File: config.mk
export PLATFORM = sky130hd
export DESIGN_NAME = nmea_gll_position_parser
export DESIGN_NICKNAME = d
export VERILOG_FILES = /design/src/ngll_pkg.sv /design/src/ngll_parser.sv /design/src/ngll_conv.sv /design/src/nmea_gll_position_parser.sv
export SDC_FILE = /design/constraint.sdc
export NUM_CORES = 2
export LEC_CHECK = 0
export BUFFER_PORTS_ARGS = -buffer_cell sky130_fd_sc_hd__buf_2
export CORE_MARGIN = 4
export CORE_UTILIZATION = 61
export DETAILED_ROUTE_END_ITERATION = 10
export GPL_ROUTABILITY_DRIVEN = 0
export GPL_TIMING_DRIVEN = 0
export PLACE_DENSITY = 0.83
export SKIP_LAST_GASP = 1
export SLEW_MARGIN = 20
export SYNTH_ARGS = -nofsm -noshare
export SYNTH_HDL_FRONTEND = slang
export SYNTH_SLANG_ARGS = --single-unit
File: constraint.sdc
create_clock -name clk -period 13.4 [get_ports clk]
set_clock_uncertainty 0.1 [all_clocks]
set_input_delay 0.67 -clock clk [delete_from_list [all_inputs] [get_ports clk]]
set_output_delay 0.67 -clock clk [all_outputs]
set_load 0.01 [all_outputs]
File: src/ngll_pkg.sv
// Shared types, character codes and arithmetic constants of the GLL position parser.
`default_nettype none

package ngll_pkg;

  // Longest line kept, counted from the '$' on; the next byte discards it.
  localparam int LINE_MAX    = 80;
  // Fraction digits kept in each ddmm.mmmm number (1 to 5).
  localparam int FRAC_DIGITS = 5;

  localparam int COUNT_W = 7;
  localparam int INT_W   = 15;
  localparam int FRAC_W  = 17;

  // Integer part saturates at 18059; with the fraction all nines this is the cap.
  localparam logic [17:0] INT_LIMIT = 18'd18060;
  localparam logic [INT_W-1:0] INT_SAT = 15'd18059;

  // Exact floor(n/100) for n below 43690: (n * 5243) >> 19.
  localparam logic [12:0] RECIP100    = 13'd5243;
  localparam int          RECIP100_SH = 19;
  localparam logic [6:0]  MIN_DIV     = 7'd100;
  // Exact floor(y/15) for y below 2^28: (y * 286331154) >> 32.
  localparam logic [28:0] RECIP15     = 29'd286331154;
  localparam int          RECIP15_SH  = 32;
  localparam int          DEG_SCALE   = 10_000_000;

  localparam int CONV_STAGES = 5;

  localparam logic [7:0] CH_NUL    = 8'h00;
  localparam logic [7:0] CH_TAB    = 8'h09;
  localparam logic [7:0] CH_LF     = 8'h0A;
  localparam logic [7:0] CH_VT     = 8'h0B;
  localparam logic [7:0] CH_FF     = 8'h0C;
  localparam logic [7:0] CH_CR     = 8'h0D;
  localparam logic [7:0] CH_SPACE  = 8'h20;
  localparam logic [7:0] CH_DOLLAR = 8'h24;
  localparam logic [7:0] CH_COMMA  = 8'h2C;
  localparam logic [7:0] CH_POINT  = 8'h2E;
  localparam logic [7:0] CH_ZERO   = 8'h30;
  localparam logic [7:0] CH_NINE   = 8'h39;
  localparam logic [7:0] CH_G      = 8'h47;
  localparam logic [7:0] CH_L      = 8'h4C;
  localparam logic [7:0] CH_P      = 8'h50;
  localparam logic [7:0] CH_S      = 8'h53;
  localparam logic [7:0] CH_W      = 8'h57;

  typedef enum logic [9:0] {
    PH_HDR     = 10'b00_0000_0001,
    PH_C1      = 10'b00_0000_0010,
    PH_LAT_PRE = 10'b00_0000_0100,
    PH_LAT_NUM = 10'b00_0000_1000,
    PH_LAT_HEM = 10'b00_0001_0000,
    PH_C3      = 10'b00_0010_0000,
    PH_LON_PRE = 10'b00_0100_0000,
    PH_LON_NUM = 10'b00_1000_0000,
    PH_LON_HEM = 10'b01_0000_0000,
    PH_DONE    = 10'b10_0000_0000
  } phase_t;

  // One coordinate as ddmm integer part, fraction in units of 10^-FRAC_DIGITS, sign.
  typedef struct packed {
    logic [INT_W-1:0]  int_part;
    logic [FRAC_W-1:0] frac;
    logic              neg;
  } coord_t;

  function automatic logic [23:0] pow10(input logic [2:0] e);
    logic [23:0] p;
    case (e)
      3'd0: p = 24'd1;
      3'd1: p = 24'd10;
      3'd2: p = 24'd100;
      3'd3: p = 24'd1000;
      3'd4: p = 24'd10000;
      3'd5: p = 24'd100000;
      3'd6: p = 24'd1000000;
      3'd7: p = 24'd10000000;
      default: p = 24'd1;
    endcase
    return p;
  endfunction

  // Expected header byte at a line position ('$' sits at position zero).
  function automatic logic [7:0] hdr_char(input logic [2:0] pos);
    logic [7:0] ch;
    case (pos)
      3'd1: ch = CH_G;
      3'd2: ch = CH_P;
      3'd3: ch = CH_G;
      3'd4: ch = CH_L;
      3'd5: ch = CH_L;
      default: ch = CH_DOLLAR;
    endcase
    return ch;
  endfunction

  localparam logic [FRAC_W-1:0] SCALE    = FRAC_W'(pow10(3'(FRAC_DIGITS)));
  localparam logic [19:0]       FRAC_MUL = 20'(pow10(3'(7 - FRAC_DIGITS)));

endpackage

`default_nettype wire

File: src/ngll_parser.sv
// Per-byte line tracker and on-the-fly GLL field parser.
`default_nettype none

module ngll_parser import ngll_pkg::*; (
  input  logic       clk,
  input  logic       rst,
  input  logic       in_fire,
  input  logic [7:0] rx_byte,
  output coord_t     lat,
  output coord_t     lon,
  output logic       line_emit
);

  localparam logic [COUNT_W-1:0] LINE_LIMIT = COUNT_W'(LINE_MAX);

  logic [COUNT_W-1:0] line_count, line_count_next;
  phase_t             phase, phase_next;
  logic               header_ok, header_ok_next;
  coord_t             lat_next, lon_next;
  logic [2:0]         frac_cnt, frac_cnt_next;
  logic               point_seen, point_seen_next;

  logic               is_digit, is_blank, is_hem, is_term, use_lat;
  logic [3:0]         digit;
  logic [17:0]        int_grow, frac_add;
  coord_t             num_in, num_out;
  logic               num_ok, num_point, clear_all;
  logic [2:0]         num_cnt;

  assign is_digit = (rx_byte >= CH_ZERO) && (rx_byte <= CH_NINE);
  assign is_blank = (rx_byte == CH_SPACE) || (rx_byte == CH_TAB) ||
                    (rx_byte == CH_VT) || (rx_byte == CH_FF);
  assign is_hem   = (rx_byte == CH_S) || (rx_byte == CH_W);
  assign is_term  = (rx_byte == CH_LF) || (rx_byte == CH_CR);
  assign digit    = 4'(rx_byte - CH_ZERO);
  assign use_lat  = (phase == PH_LAT_PRE) || (phase == PH_LAT_NUM);
  assign num_in   = use_lat ? lat : lon;
  assign int_grow = 18'(num_in.int_part) * 18'd10 + 18'(digit);
  assign frac_add = 18'(num_in.frac) +
                    18'(digit) * 18'(pow10(3'(FRAC_DIGITS - 1) - frac_cnt));

  // One byte into the number: integer digits shift in, fraction digits land by place.
  always_comb begin
    num_out   = num_in;
    num_ok    = 1'b0;
    num_point = point_seen;
    num_cnt   = frac_cnt;
    if (is_digit) begin
      num_ok = 1'b1;
      if (!point_seen) begin
        if (int_grow >= INT_LIMIT) begin
          num_out.int_part = INT_SAT;
          num_out.frac     = SCALE - 1'b1;
        end else begin
          num_out.int_part = int_grow[INT_W-1:0];
        end
      end else if (frac_cnt < 3'(FRAC_DIGITS)) begin
        num_cnt = frac_cnt + 3'd1;
        if (frac_add >= 18'(SCALE)) begin
          num_out.int_part = INT_SAT;
          num_out.frac     = SCALE - 1'b1;
        end else begin
          num_out.frac = frac_add[FRAC_W-1:0];
        end
      end
    end else if ((rx_byte == CH_POINT) && !point_seen) begin
      num_ok    = 1'b1;
      num_point = 1'b1;
    end
  end

  always_comb begin
    line_count_next = line_count;
    phase_next      = phase;
    header_ok_next  = header_ok;
    lat_next        = lat;
    lon_next        = lon;
    frac_cnt_next   = frac_cnt;
    point_seen_next = point_seen;
    clear_all       = 1'b0;
    if (in_fire) begin
      if (line_count == '0) begin
        if (rx_byte == CH_DOLLAR) begin
          clear_all       = 1'b1;
          line_count_next = COUNT_W'(1);
        end
      end else if (line_count >= LINE_LIMIT || is_term) begin
        clear_all       = 1'b1;
        line_count_next = '0;
      end else begin
        line_count_next = line_count + 1'b1;
        if (rx_byte == CH_NUL) begin
          phase_next = PH_DONE;
        end else begin
          case (phase)
            PH_HDR: begin
              if (line_count < COUNT_W'(6) && rx_byte == hdr_char(line_count[2:0])) begin
                if (line_count == COUNT_W'(5)) begin
                  header_ok_next = 1'b1;
                  phase_next     = PH_C1;
                end
              end else begin
                phase_next = PH_DONE;
              end
            end
            PH_C1: phase_next = (rx_byte == CH_COMMA) ? PH_LAT_PRE : PH_DONE;
            PH_LAT_PRE, PH_LON_PRE: begin
              if (!is_blank) begin
                if (num_ok) begin
                  if (use_lat) lat_next = num_out;
                  else         lon_next = num_out;
                  point_seen_next = num_point;
                  frac_cnt_next   = num_cnt;
                  phase_next      = use_lat ? PH_LAT_NUM : PH_LON_NUM;
                end else begin
                  phase_next = PH_DONE;
                end
              end
            end
            PH_LAT_NUM, PH_LON_NUM: begin
              if (num_ok) begin
                if (use_lat) lat_next = num_out;
                else         lon_next = num_out;
                point_seen_next = num_point;
                frac_cnt_next   = num_cnt;
              end else if (rx_byte == CH_COMMA) begin
                phase_next      = use_lat ? PH_LAT_HEM : PH_LON_HEM;
                point_seen_next = 1'b0;
                frac_cnt_next   = '0;
              end else begin
                phase_next = PH_DONE;
              end
            end
            PH_LAT_HEM: begin
              lat_next.neg = is_hem;
              phase_next   = PH_C3;
            end
            PH_C3: phase_next = (rx_byte == CH_COMMA) ? PH_LON_PRE : PH_DONE;
            PH_LON_HEM: begin
              lon_next.neg = is_hem;
              phase_next   = PH_DONE;
            end
            default: phase_next = PH_DONE;
          endcase
        end
      end
    end
    if (clear_all) begin
      phase_next      = PH_HDR;
      header_ok_next  = 1'b0;
      lat_next        = '0;
      lon_next        = '0;
      frac_cnt_next   = '0;
      point_seen_next = 1'b0;
    end
  end

  // A zero value converts to zero degrees and only then; such a line gives no result.
  assign line_emit = in_fire && (line_count != '0) && (line_count < LINE_LIMIT) && is_term &&
                     header_ok && ({lat.int_part, lat.frac} != '0) &&
                     ({lon.int_part, lon.frac} != '0);

  always_ff @(posedge clk) begin
    if (rst) begin
      line_count <= '0;
      phase      <= PH_HDR;
      header_ok  <= 1'b0;
      lat        <= '0;
      lon        <= '0;
      frac_cnt   <= '0;
      point_seen <= 1'b0;
    end else begin
      line_count <= line_count_next;
      phase      <= phase_next;
      header_ok  <= header_ok_next;
      lat        <= lat_next;
      lon        <= lon_next;
      frac_cnt   <= frac_cnt_next;
      point_seen <= point_seen_next;
    end
  end

endmodule

`default_nettype wire

File: src/ngll_conv.sv
// Five-stage ddmm.mmmm to signed degrees*1e7 conversion datapath for one coordinate.
`default_nettype none

module ngll_conv import ngll_pkg::*; (
  input  logic                   clk,
  input  logic [CONV_STAGES-1:0] stage_en,
  input  coord_t                 coord,
  output logic signed [31:0]     value
);

  logic [27:0]       prod100;
  logic [56:0]       prod15;
  logic [31:0]       sum;

  logic [7:0]        q1, q2;
  logic [INT_W-1:0]  int1;
  logic [FRAC_W-1:0] frac1, frac2;
  logic [6:0]        r2;
  logic [29:0]       x3;
  logic [30:0]       dq3, dq4;
  logic [23:0]       m4;
  logic              neg1, neg2, neg3, neg4;

  assign prod100 = 28'(coord.int_part) * 28'(RECIP100);
  assign prod15  = 57'(x3 >> 2) * 57'(RECIP15);
  assign sum     = 32'(dq4) + 32'(m4);

  always_ff @(posedge clk) begin
    // Degrees: integer part divided by 100.
    if (stage_en[0]) begin
      q1    <= 8'(prod100 >> RECIP100_SH);
      int1  <= coord.int_part;
      frac1 <= coord.frac;
      neg1  <= coord.neg;
    end
    // Whole minutes left over.
    if (stage_en[1]) begin
      r2    <= 7'(int1 - 15'(q1) * 15'(MIN_DIV));
      q2    <= q1;
      frac2 <= frac1;
      neg2  <= neg1;
    end
    // Minutes times 1e7 and degrees times 1e7.
    if (stage_en[2]) begin
      x3   <= 30'(r2) * 30'(DEG_SCALE) + 30'(frac2) * 30'(FRAC_MUL);
      dq3  <= 31'(q2) * 31'(DEG_SCALE);
      neg3 <= neg2;
    end
    // Divide minutes by 60: shift right by 2 (divide by 4), then the reciprocal of 15.
    if (stage_en[3]) begin
      m4   <= 24'(prod15 >> RECIP15_SH);
      dq4  <= dq3;
      neg4 <= neg3;
    end
    if (stage_en[4]) begin
      value <= neg4 ? -sum : sum;
    end
  end

endmodule

`default_nettype wire

File: src/nmea_gll_position_parser.sv
// Top level of the NMEA GLL position parser: byte parser, conversion pipeline, handshakes.
`default_nettype none

// Feed one received character per in transaction; while in_ready is high the block
// takes a byte every clock cycle. A line opens at '$' and closes at CR or LF; a line
// that holds LINE_MAX bytes without a terminator is dropped together with the byte after
// it. The header must read "$GPGLL", followed by latitude ddmm.mmmm, hemisphere,
// longitude dddmm.mmmm, hemisphere. At the terminator a position is produced when the
// header matched and both values are nonzero: latitude and longitude in signed degrees
// times 1e7, negative for 'S' or 'W'. out_valid rises once the position has passed the
// five-stage conversion pipeline (divide by 100, split minutes, scale, divide by 60,
// sign), whose first stage loads on the edge that accepts the terminator. Each pipeline
// stage moves on its own when the stage after it is free, so in_ready stays high while
// a result waits at the output; it drops only when all five stages hold positions that
// the out side has not taken.
module nmea_gll_position_parser import ngll_pkg::*; (
  input  logic               clk,
  input  logic               rst,
  input  logic               in_valid,
  output logic               in_ready,
  input  logic [7:0]         rx_byte,
  output logic               out_valid,
  input  logic               out_ready,
  output logic signed [31:0] latitude,
  output logic signed [31:0] longitude
);

  logic                   in_fire;
  logic                   job_valid;
  coord_t                 lat, lon;
  logic [CONV_STAGES-1:0] stage_valid;
  logic [CONV_STAGES-1:0] stage_en;

  assign in_fire = in_valid && in_ready;

  ngll_parser u_parser (
    .clk       (clk),
    .rst       (rst),
    .in_fire   (in_fire),
    .rx_byte   (rx_byte),
    .lat       (lat),
    .lon       (lon),
    .line_emit (job_valid)
  );

  // A stage may load when it is empty or its content moves on in the same cycle.
  always_comb begin
    stage_en[CONV_STAGES-1] = !stage_valid[CONV_STAGES-1] || out_ready;
    for (int k = CONV_STAGES - 2; k >= 0; k--) begin
      stage_en[k] = !stage_valid[k] || stage_en[k+1];
    end
  end

  assign in_ready  = stage_en[0];
  assign out_valid = stage_valid[CONV_STAGES-1];

  // Advance the valid flags alongside the data; stalled stages hold.
  always_ff @(posedge clk) begin
    if (rst) begin
      stage_valid <= '0;
    end else begin
      if (stage_en[0]) stage_valid[0] <= job_valid;
      for (int k = 1; k < CONV_STAGES; k++) begin
        if (stage_en[k]) stage_valid[k] <= stage_valid[k-1];
      end
    end
  end

  ngll_conv u_conv_lat (
    .clk      (clk),
    .stage_en (stage_en),
    .coord    (lat),
    .value    (latitude)
  );

  ngll_conv u_conv_lon (
    .clk      (clk),
    .stage_en (stage_en),
    .coord    (lon),
    .value    (longitude)
  );

  // A position enters the pipeline only on an accepted line terminator.
  a_job_on_term: assert property (@(posedge clk) disable iff (rst)
    job_valid |-> (in_fire && (rx_byte == CH_LF || rx_byte == CH_CR)))
    else $error("position issued without an accepted terminator");

  // Back pressure reaches the input only with the first stage occupied.
  a_ready_stall: assert property (@(posedge clk) disable iff (rst)
    !in_ready |-> (stage_valid[0] && !stage_en[1]))
    else $error("input stalled with a free first stage");

  // Emitted positions are never zero.
  a_nonzero: assert property (@(posedge clk) disable iff (rst)
    out_valid |-> (latitude != 32'sd0 && longitude != 32'sd0))
    else $error("zero coordinate delivered");

  // Converted magnitudes stay within the saturated range.
  a_range: assert property (@(posedge clk) disable iff (rst)
    out_valid |-> (latitude <= 32'sd1810000000 && latitude >= -32'sd1810000000 &&
                   longitude <= 32'sd1810000000 && longitude >= -32'sd1810000000))
    else $error("coordinate out of range");

endmodule

`default_nettype wire

==> Word-level counts from Yosys, hierarchy flattened <==
Memories as Yosys holds them, arrays and structs flattened.
Index checks and enable logic that the tools add are counted.
{ "word_totals": {"in_bits": 12, "output_inout_bits": 66, "rom_bits": 168, "regBits": 497, "memories": 1, "elab_cells": 230} }
{ "classes": {"n_eq_ne": 34, "n_addsub": 14, "n_mux": 62, "n_reduce_logical": 48, "order_cmp": 8, "multipliers": 14, "bitwise": 3} }
{ "memory_table": {"columns": ["name", "words", "width", "read_ports", "rd_ports_with_merged_regs", "write_ports", "line_no", "text"], "rows": [
  ["(no name shown)", 8, 21, 1, 0, 0, "ngll_pkg.sv:70", "case (e)"]
]} }
{ "op_table": {"columns": ["cell", "count"], "rows": [
  ["2-to-1 mux 33 bit", 7],
  ["2-to-1 mux 32 bit", 5],
  ["one-hot mux 32 bit (2 select lines)", 2],
  ["multiplier 28 x 28 -> 55 bit, second input constant", 2],
  ["2-to-1 mux 10 bit", 9],
  ["adder 31 x 24 -> 32 bit", 2],
  ["negator 32 bit", 2],
  ["nonzero test 32 bit", 2],
  ["adder 30 x 24 -> 30 bit", 2],
  ["one-hot mux 10 bit (6 select lines)", 1],
  ["multiplier 15 x 13 -> 27 bit, second input constant", 2],
  ["multiplier 8 x 17 -> 24 bit, second input constant", 2],
  ["2-to-1 mux 8 bit", 6],
  ["multiplier 7 x 17 -> 23 bit, second input constant", 2],
  ["multiplier 17 x 5 -> 22 bit, second input constant", 2],
  ["== test 8 x 4 -> 1 bit, second input constant", 5],
  ["2-to-1 mux 17 bit", 2],
  ["== test 8 x 6 -> 1 bit, second input constant", 4],
  ["2-to-1 mux 15 bit", 2],
  ["AND reduction 6 bit", 4],
  ["2-to-1 mux 3 bit", 7],
  ["2-to-1 mux 7 bit", 3],
  ["one-hot mux 7 bit (3 select lines)", 1],
  ["adder 17 x 18 -> 18 bit", 1],
  ["55 further kinds", 106]
]} }

==> Logic depth before layout (Yosys ltp) <==
{ "depth": {"depth_word": 13, "depth_mapped": 29, "ltp_nobuf": 29} }

==> Cells and area by module <==
Synthesis repeated with hierarchy kept, for this count alone.
{ "hier_totals": {"hier_cells": 5714, "area_unflattened_um2": 57820.5} }
{ "modules_own_cells": {"columns": ["module", "n_inst", "cells_per_inst", "seq_area_each_um2", "area_per_inst_um2"], "rows": [
  ["ngll_conv at u_conv_lat", 1, 2314, 6005.8, 24544.8],
  ["ngll_conv at u_conv_lon", 1, 2300, 6005.8, 24459.7],
  ["ngll_parser", 1, 1077, 1761.7, 8605.8],
  ["nmea_gll_position_parser", 1, 23, 100.1, 210.2]
]} }

==> Worst setup path before layout <==
OpenSTA, ideal clock, no wires.
{ "synth_path": {"path_type": "register -> register", "from": "register u_parser.frac_cnt[0]", "to": "register u_parser.lon[10] (netlist name)", "required_ns": 13.183, "n_path_buf": 3, "arrival_ns": 6.399, "setup_slack_ns": 6.784, "setup_time_ns": 0.117, "stages_incl_launch_ff": 26, "synth_period_minus_slack_ns": 6.616, "path_cell_list": "dfxtp_1 > clkbuf_1 > inv_1 > ha_1 > xnor2_1 > clkbuf_1 > and2_1 > a21oi_1 > nor2b_1 > fa_1 > fa_1 > inv_1 > fa_1 > inv_1 > ha_1 > a21o_1 > a21o_1 > a2111oi_0 > o311ai_1 > or3_1 > a211o_1 > a311oi_2 > and2_0 > clkbuf_1 > nand2_1 > a32o_1"} }
{ "synth_between": {"elab_chain_len": 13, "elab_cells_between_ends": 14, "classes_between": "add/sub (2); mul (1); order compare (2); mux (8); memory (1)"} }
{ "synth_rtl": {"columns": ["element", "line_no", "text"], "rows": [
  ["start: declaration", "ngll_parser.sv:20", "logic [2:0] frac_cnt, frac_cnt_next;"],
  ["start signal: assignment", "ngll_parser.sv:178", "frac_cnt <= frac_cnt_next;"],
  ["subtractor 3 bit", "ngll_parser.sv:40", "18'(digit) * 18'(pow10(3'(FRAC_DIGITS - 1) - frac_cnt));"],
  ["memory read (8 x 21 bit)", null, null],
  ["multiplier 4 x 18 -> 18 bit", "ngll_parser.sv:40", null],
  ["adder 17 x 18 -> 18 bit", "ngll_parser.sv:39", "assign frac_add = 18'(num_in.frac) +"],
  ["greater-or-equal comparator 18 x 17 -> 1 bit", "ngll_parser.sv:59", "if (frac_add >= 18'(SCALE)) begin"],
  ["2-to-1 mux 17 bit", "ngll_parser.sv:59", null],
  ["2-to-1 mux 32 bit (*)", "ngll_parser.sv:57", "end else if (frac_cnt < 3'(FRAC_DIGITS)) begin"],
  ["2-to-1 mux 32 bit (*)", "ngll_parser.sv:50", "if (!point_seen) begin"],
  ["2-to-1 mux 32 bit (*)", "ngll_parser.sv:48", "if (is_digit) begin"],
  ["2-to-1 mux 33 bit (*)", "ngll_parser.sv:110, ngll_parser.sv:122", null],
  ["2-to-1 mux 33 bit (*)", "ngll_parser.sv:121", "if (num_ok) begin"],
  ["2-to-1 mux 33 bit", "ngll_parser.sv:108", "if (!is_blank) begin"],
  ["one-hot mux 32 bit (2 select lines) (*)", "ngll_parser.sv:95", "case (phase)"]
]} }
Mark *: on every way between the ends. The rest lies on a longest branch, timed or not. The select of a mux whose other input is x is not followed.
A chain may end at the register's enable or synchronous reset.

==> Final worst setup path <==
{ "layout_path": {"from": "register u_parser.frac_cnt[0]", "to": "register u_parser.lat[15] (netlist name)"} }
{ "layout_between": {"elab_chain_len": 13, "elab_cells_between_ends": 14, "classes_between": "add/sub (2); mul (1); order compare (2); mux (8); memory (1)"} }
{ "layout_rtl": {"columns": ["element", "line_no"], "rows": [
  ["subtractor 3 bit", "ngll_parser.sv:40"],
  ["memory read (8 x 21 bit)", null],
  ["multiplier 4 x 18 -> 18 bit", "ngll_parser.sv:40"],
  ["adder 17 x 18 -> 18 bit", "ngll_parser.sv:39"],
  ["greater-or-equal comparator 18 x 17 -> 1 bit", "ngll_parser.sv:59"],
  ["2-to-1 mux 17 bit", "ngll_parser.sv:59"],
  ["2-to-1 mux 32 bit (*)", "ngll_parser.sv:57"],
  ["2-to-1 mux 32 bit (*)", "ngll_parser.sv:50"],
  ["2-to-1 mux 32 bit (*)", "ngll_parser.sv:48"],
  ["2-to-1 mux 33 bit (*)", "ngll_parser.sv:110, ngll_parser.sv:122"],
  ["2-to-1 mux 33 bit (*)", "ngll_parser.sv:121"],
  ["2-to-1 mux 33 bit", "ngll_parser.sv:108"],
  ["one-hot mux 32 bit (2 select lines) (*)", "ngll_parser.sv:95"]
]} }
Marks and branches as above.

==> results.sh <==
export IMPL_worstSetupStartpointType="flop"
export IMPL_dp_hpwl_mm=99.35
export IMPL_fin_tns_setup_ps=0
export IMPL_cts_sinks=493
export IMPL_port_buffers=75
export IMPL_crit_fanout=10
export IMPL_die_w_um=312.7
export IMPL_antenna_left=0
export IMPL_path_class="reg -> reg"
export IMPL_netlist_area_um2=56640
export IMPL_relSlewSlack=0.2521
export IMPL_slew_viol_final=0
export IMPL_synth_top_area_cell="ha_1"
export IMPL_fin_crit_sh=0.5892
export IMPL_drt_iter0_drc=2410
export IMPL_clockRootBuffer="clkbuf_16"
export IMPL_layout_commonest_cell="inv_1"
export IMPL_netlist_area_leader_share=0.2518
export IMPL_grt_overflow=0
export IMPL_rows=111
export IMPL_post_cts_resized=0
export IMPL_hold_violations=0
export IMPL_cts_hold_buf=0
export IMPL_rsz0062_at_grt="no"
export IMPL_multi_input_area_um2=37970
export IMPL_yosys_warnings=0
export IMPL_status="completed"
export IMPL_finalSetupViolCount=0
export IMPL_synth_edff_count=400
export IMPL_min_delay_start="u_conv_lon.dq3[23]"
export IMPL_synthFlopType="edfxtp_1"
export IMPL_clkTransAtPathRegs_ps=70
export IMPL_die_y_um=312.7
export IMPL_cts_setup_buffers=0
export IMPL_fin_crit_ps=7896
export IMPL_syn_nets=7241
export IMPL_cp_startpoint="u_parser.frac_cnt[0]"
export IMPL_peakVddDrop_mv=0.07074
export IMPL_cts_tree="done"
export IMPL_wl_per_cell_um=17.25
export IMPL_fill_cells=6696
export IMPL_max_freq_ghz=0.1266
export IMPL_die_area_um2=97790
export IMPL_area_growth_pct=6.835
export IMPL_core_area_um2=91940
export IMPL_vias_per_cell=5.684
export IMPL_max_slew_worst_pin_slew_ps=1119
export IMPL_synth_seq_area_share=0.2449
export IMPL_grt_pass1_vias=41715
export IMPL_drive_above_1_share=0.04239
export IMPL_drc_errors=0
export IMPL_start_util=0.6160
export IMPL_synth_area_leaders="ha_1, edfxtp_1, fa_1, inv_1, xnor2_1"
export IMPL_wl_mm=120.7
export IMPL_pwr_density_cell_nw_per_um2=53.28
export IMPL_clk_latency_ps=650
export IMPL_p_leak_nw=33.61
export IMPL_netlist_instances=5581
export IMPL_grt_max_degree=86
export IMPL_hold_depth=0
export IMPL_diodes=0
export IMPL_arrival_ps=8380
export IMPL_timing_rr_start="u_parser.frac_cnt[0]"
export IMPL_dr_pass1_iters=6
export IMPL_drv_cap=0
export IMPL_cts_buffers_inserted=51
export IMPL_ios=78
export IMPL_required_ps=13880
export IMPL_cts_buffer_depth=3
export IMPL_ys_ff_latch=493
export IMPL_most_common_layout_cells="inv_1, ha_1, fa_1"
export IMPL_timing_hold_ws_ps=282.4
export IMPL_vias=39783
export IMPL_grt_pass1_wl_mm=201.9
export IMPL_crit_path_end_kind="flop"
export IMPL_hold_class="reg -> reg"
export IMPL_syn_avg_cell_area_um2=10.15
export IMPL_ys_async_sr_fraction=0
export IMPL_synth_distinct_cells=103
export IMPL_ff2ff_path_depth=25
export IMPL_cts_htree_levels=2
export IMPL_antenna_found_initial=2
export IMPL_grtUsageTotal=0.2492
export IMPL_seq_area_um2=13870
export IMPL_nets=7374
==> final cells by class <==
cell class / instances / area share
Timing Repair Buffer: 80 / 0.008478
Clock buffer: 56 / 0.02190
Clock inverter: 39 / 0.007299
Inverter: 1221 / 0.07587
Tap cell: 1243 / 0.02570
Multi-Input combinational cell: 3806 / 0.6274
Buffer: 61 / 0.004073
Sequential cell: 493 / 0.2293
==> cell usage after synthesis, drive strengths merged, types with 7 or more instances <==
master	number
o211ai	19
ha	1140
xnor2	250
nand4	29
a21o	65
nand3b	16
and3	54
dfxtp	93
o41ai	10
mux2i	24
and2	29
inv	1220
nor3b	12
a211oi	31
edfxtp	400
a22oi	25
buf	8
fa	508
or2	17
nand2	208
nand2b	36
nand3	112
or4	11
o21ai	223
o21bai	28
o21a	51
a21oi	224
or3	28
a31oi	28
nor2b	56
clkbuf	53
o31ai	18
xor2	92
nor2	215
nand4b	9
nor3	91
o2111ai	7
a21boi	21
a211o	10
nor4	15
==> cell families (layout without fill, tap and decap cells) <==
| logic type | count (synthesis) | count (layout) | synth area share |
|---|---|---|---|
| AOI/OAI and AO/OA | 834 | 834 | 0.09466 |
| xor gates and xnor gates | 342 | 342 | 0.05302 |
| adders and majority gates | 1648 | 1648 | 0.4314 |
| buffers and inverters | 1282 | 1457 | 0.08527 |
| DFF | 493 | 493 | 0.2449 |
| muxes | 27 | 27 | 0.004904 |
| and+or+nand+nor | 955 | 955 | 0.08582 |
==> per-layer routing <==
layer | GRT usage | up-vias | part of all wire
met4 | 0.07716 | 2 | 0.032
met3 | 0.03160 | 297 | 0.053
li1 | - | 19045 | -
met5 | 0 | - | 0.00015
met2 | 0.4430 | 1105 | 0.50
met1 | 0.3178 | 19334 | 0.42
==> sequential cells by signal (all words and copies together) (netlist names), 17 cells and up, named ones only <==
signal and count:
u_conv_lat.dq4 24, u_conv_lat.m4 24, u_conv_lat.value 32, u_conv_lon.frac2 17, u_conv_lat.dq3 24, u_conv_lon.dq3 24
u_conv_lat.frac2 17, u_parser.lon 33, u_conv_lat.frac1 17, u_conv_lon.x3 28, u_conv_lon.value 32, u_parser.lat 33
u_conv_lat.x3 28, u_conv_lon.frac1 17, u_conv_lon.dq4 24, u_conv_lon.m4 24
==> stage by stage <==
stage,total power [mW],cells,util,cell area (um2),worst slack [ps]
finish,3.224,6999,0.6581,60510,5504
detailed placement,1.778,6904,0.6389,58740,5774
floorplan,1.748,5581,-,56640,6784
global placement,1.775,6899,0.6370,58570,5881
CTS,3.246,6999,0.6581,60510,5684
global route,3.320,6999,0.6581,60510,5085
==> worst max-delay path, stage by stage, from the launching register on <==
cell	delay, ps
dfxtp_1	420
clkbuf_1	420
inv_1	270
ha_1	300
xnor2_1	200
clkbuf_1	320
nor2_1	90
a21oi_1	330
nor2_1	110
fa_1	500
fa_1	550
inv_1	60
fa_1	530
inv_1	40
ha_1	370
a21o_1	220
a21o_1	210
a2111oi_0	400
o311ai_1	320
or3_1	460
a211o_1	270
a311oi_2	410
nand2_1	190
nor2_1	450
a22oi_1	180
o21ai_2	110
==> power by group <==
group	switching [mW]	total, mW	internal [mW]
logic	0.0745	0.113	0.0386
registers	0.00123	1.63	1.63
clock network	0.650	1.48	0.827
total	0.726	3.22	2.50
==> worst paths after layout <==
check                            end  slack, ps
setup reg to reg    u_parser.lat[15]       5500
hold reg to reg   u_conv_lon.dq4[23]        280
hold / removal    u_conv_lon.dq4[23]        280
setup / recovery    u_parser.lat[15]       5500
Power figures use the tool's default switching activity.
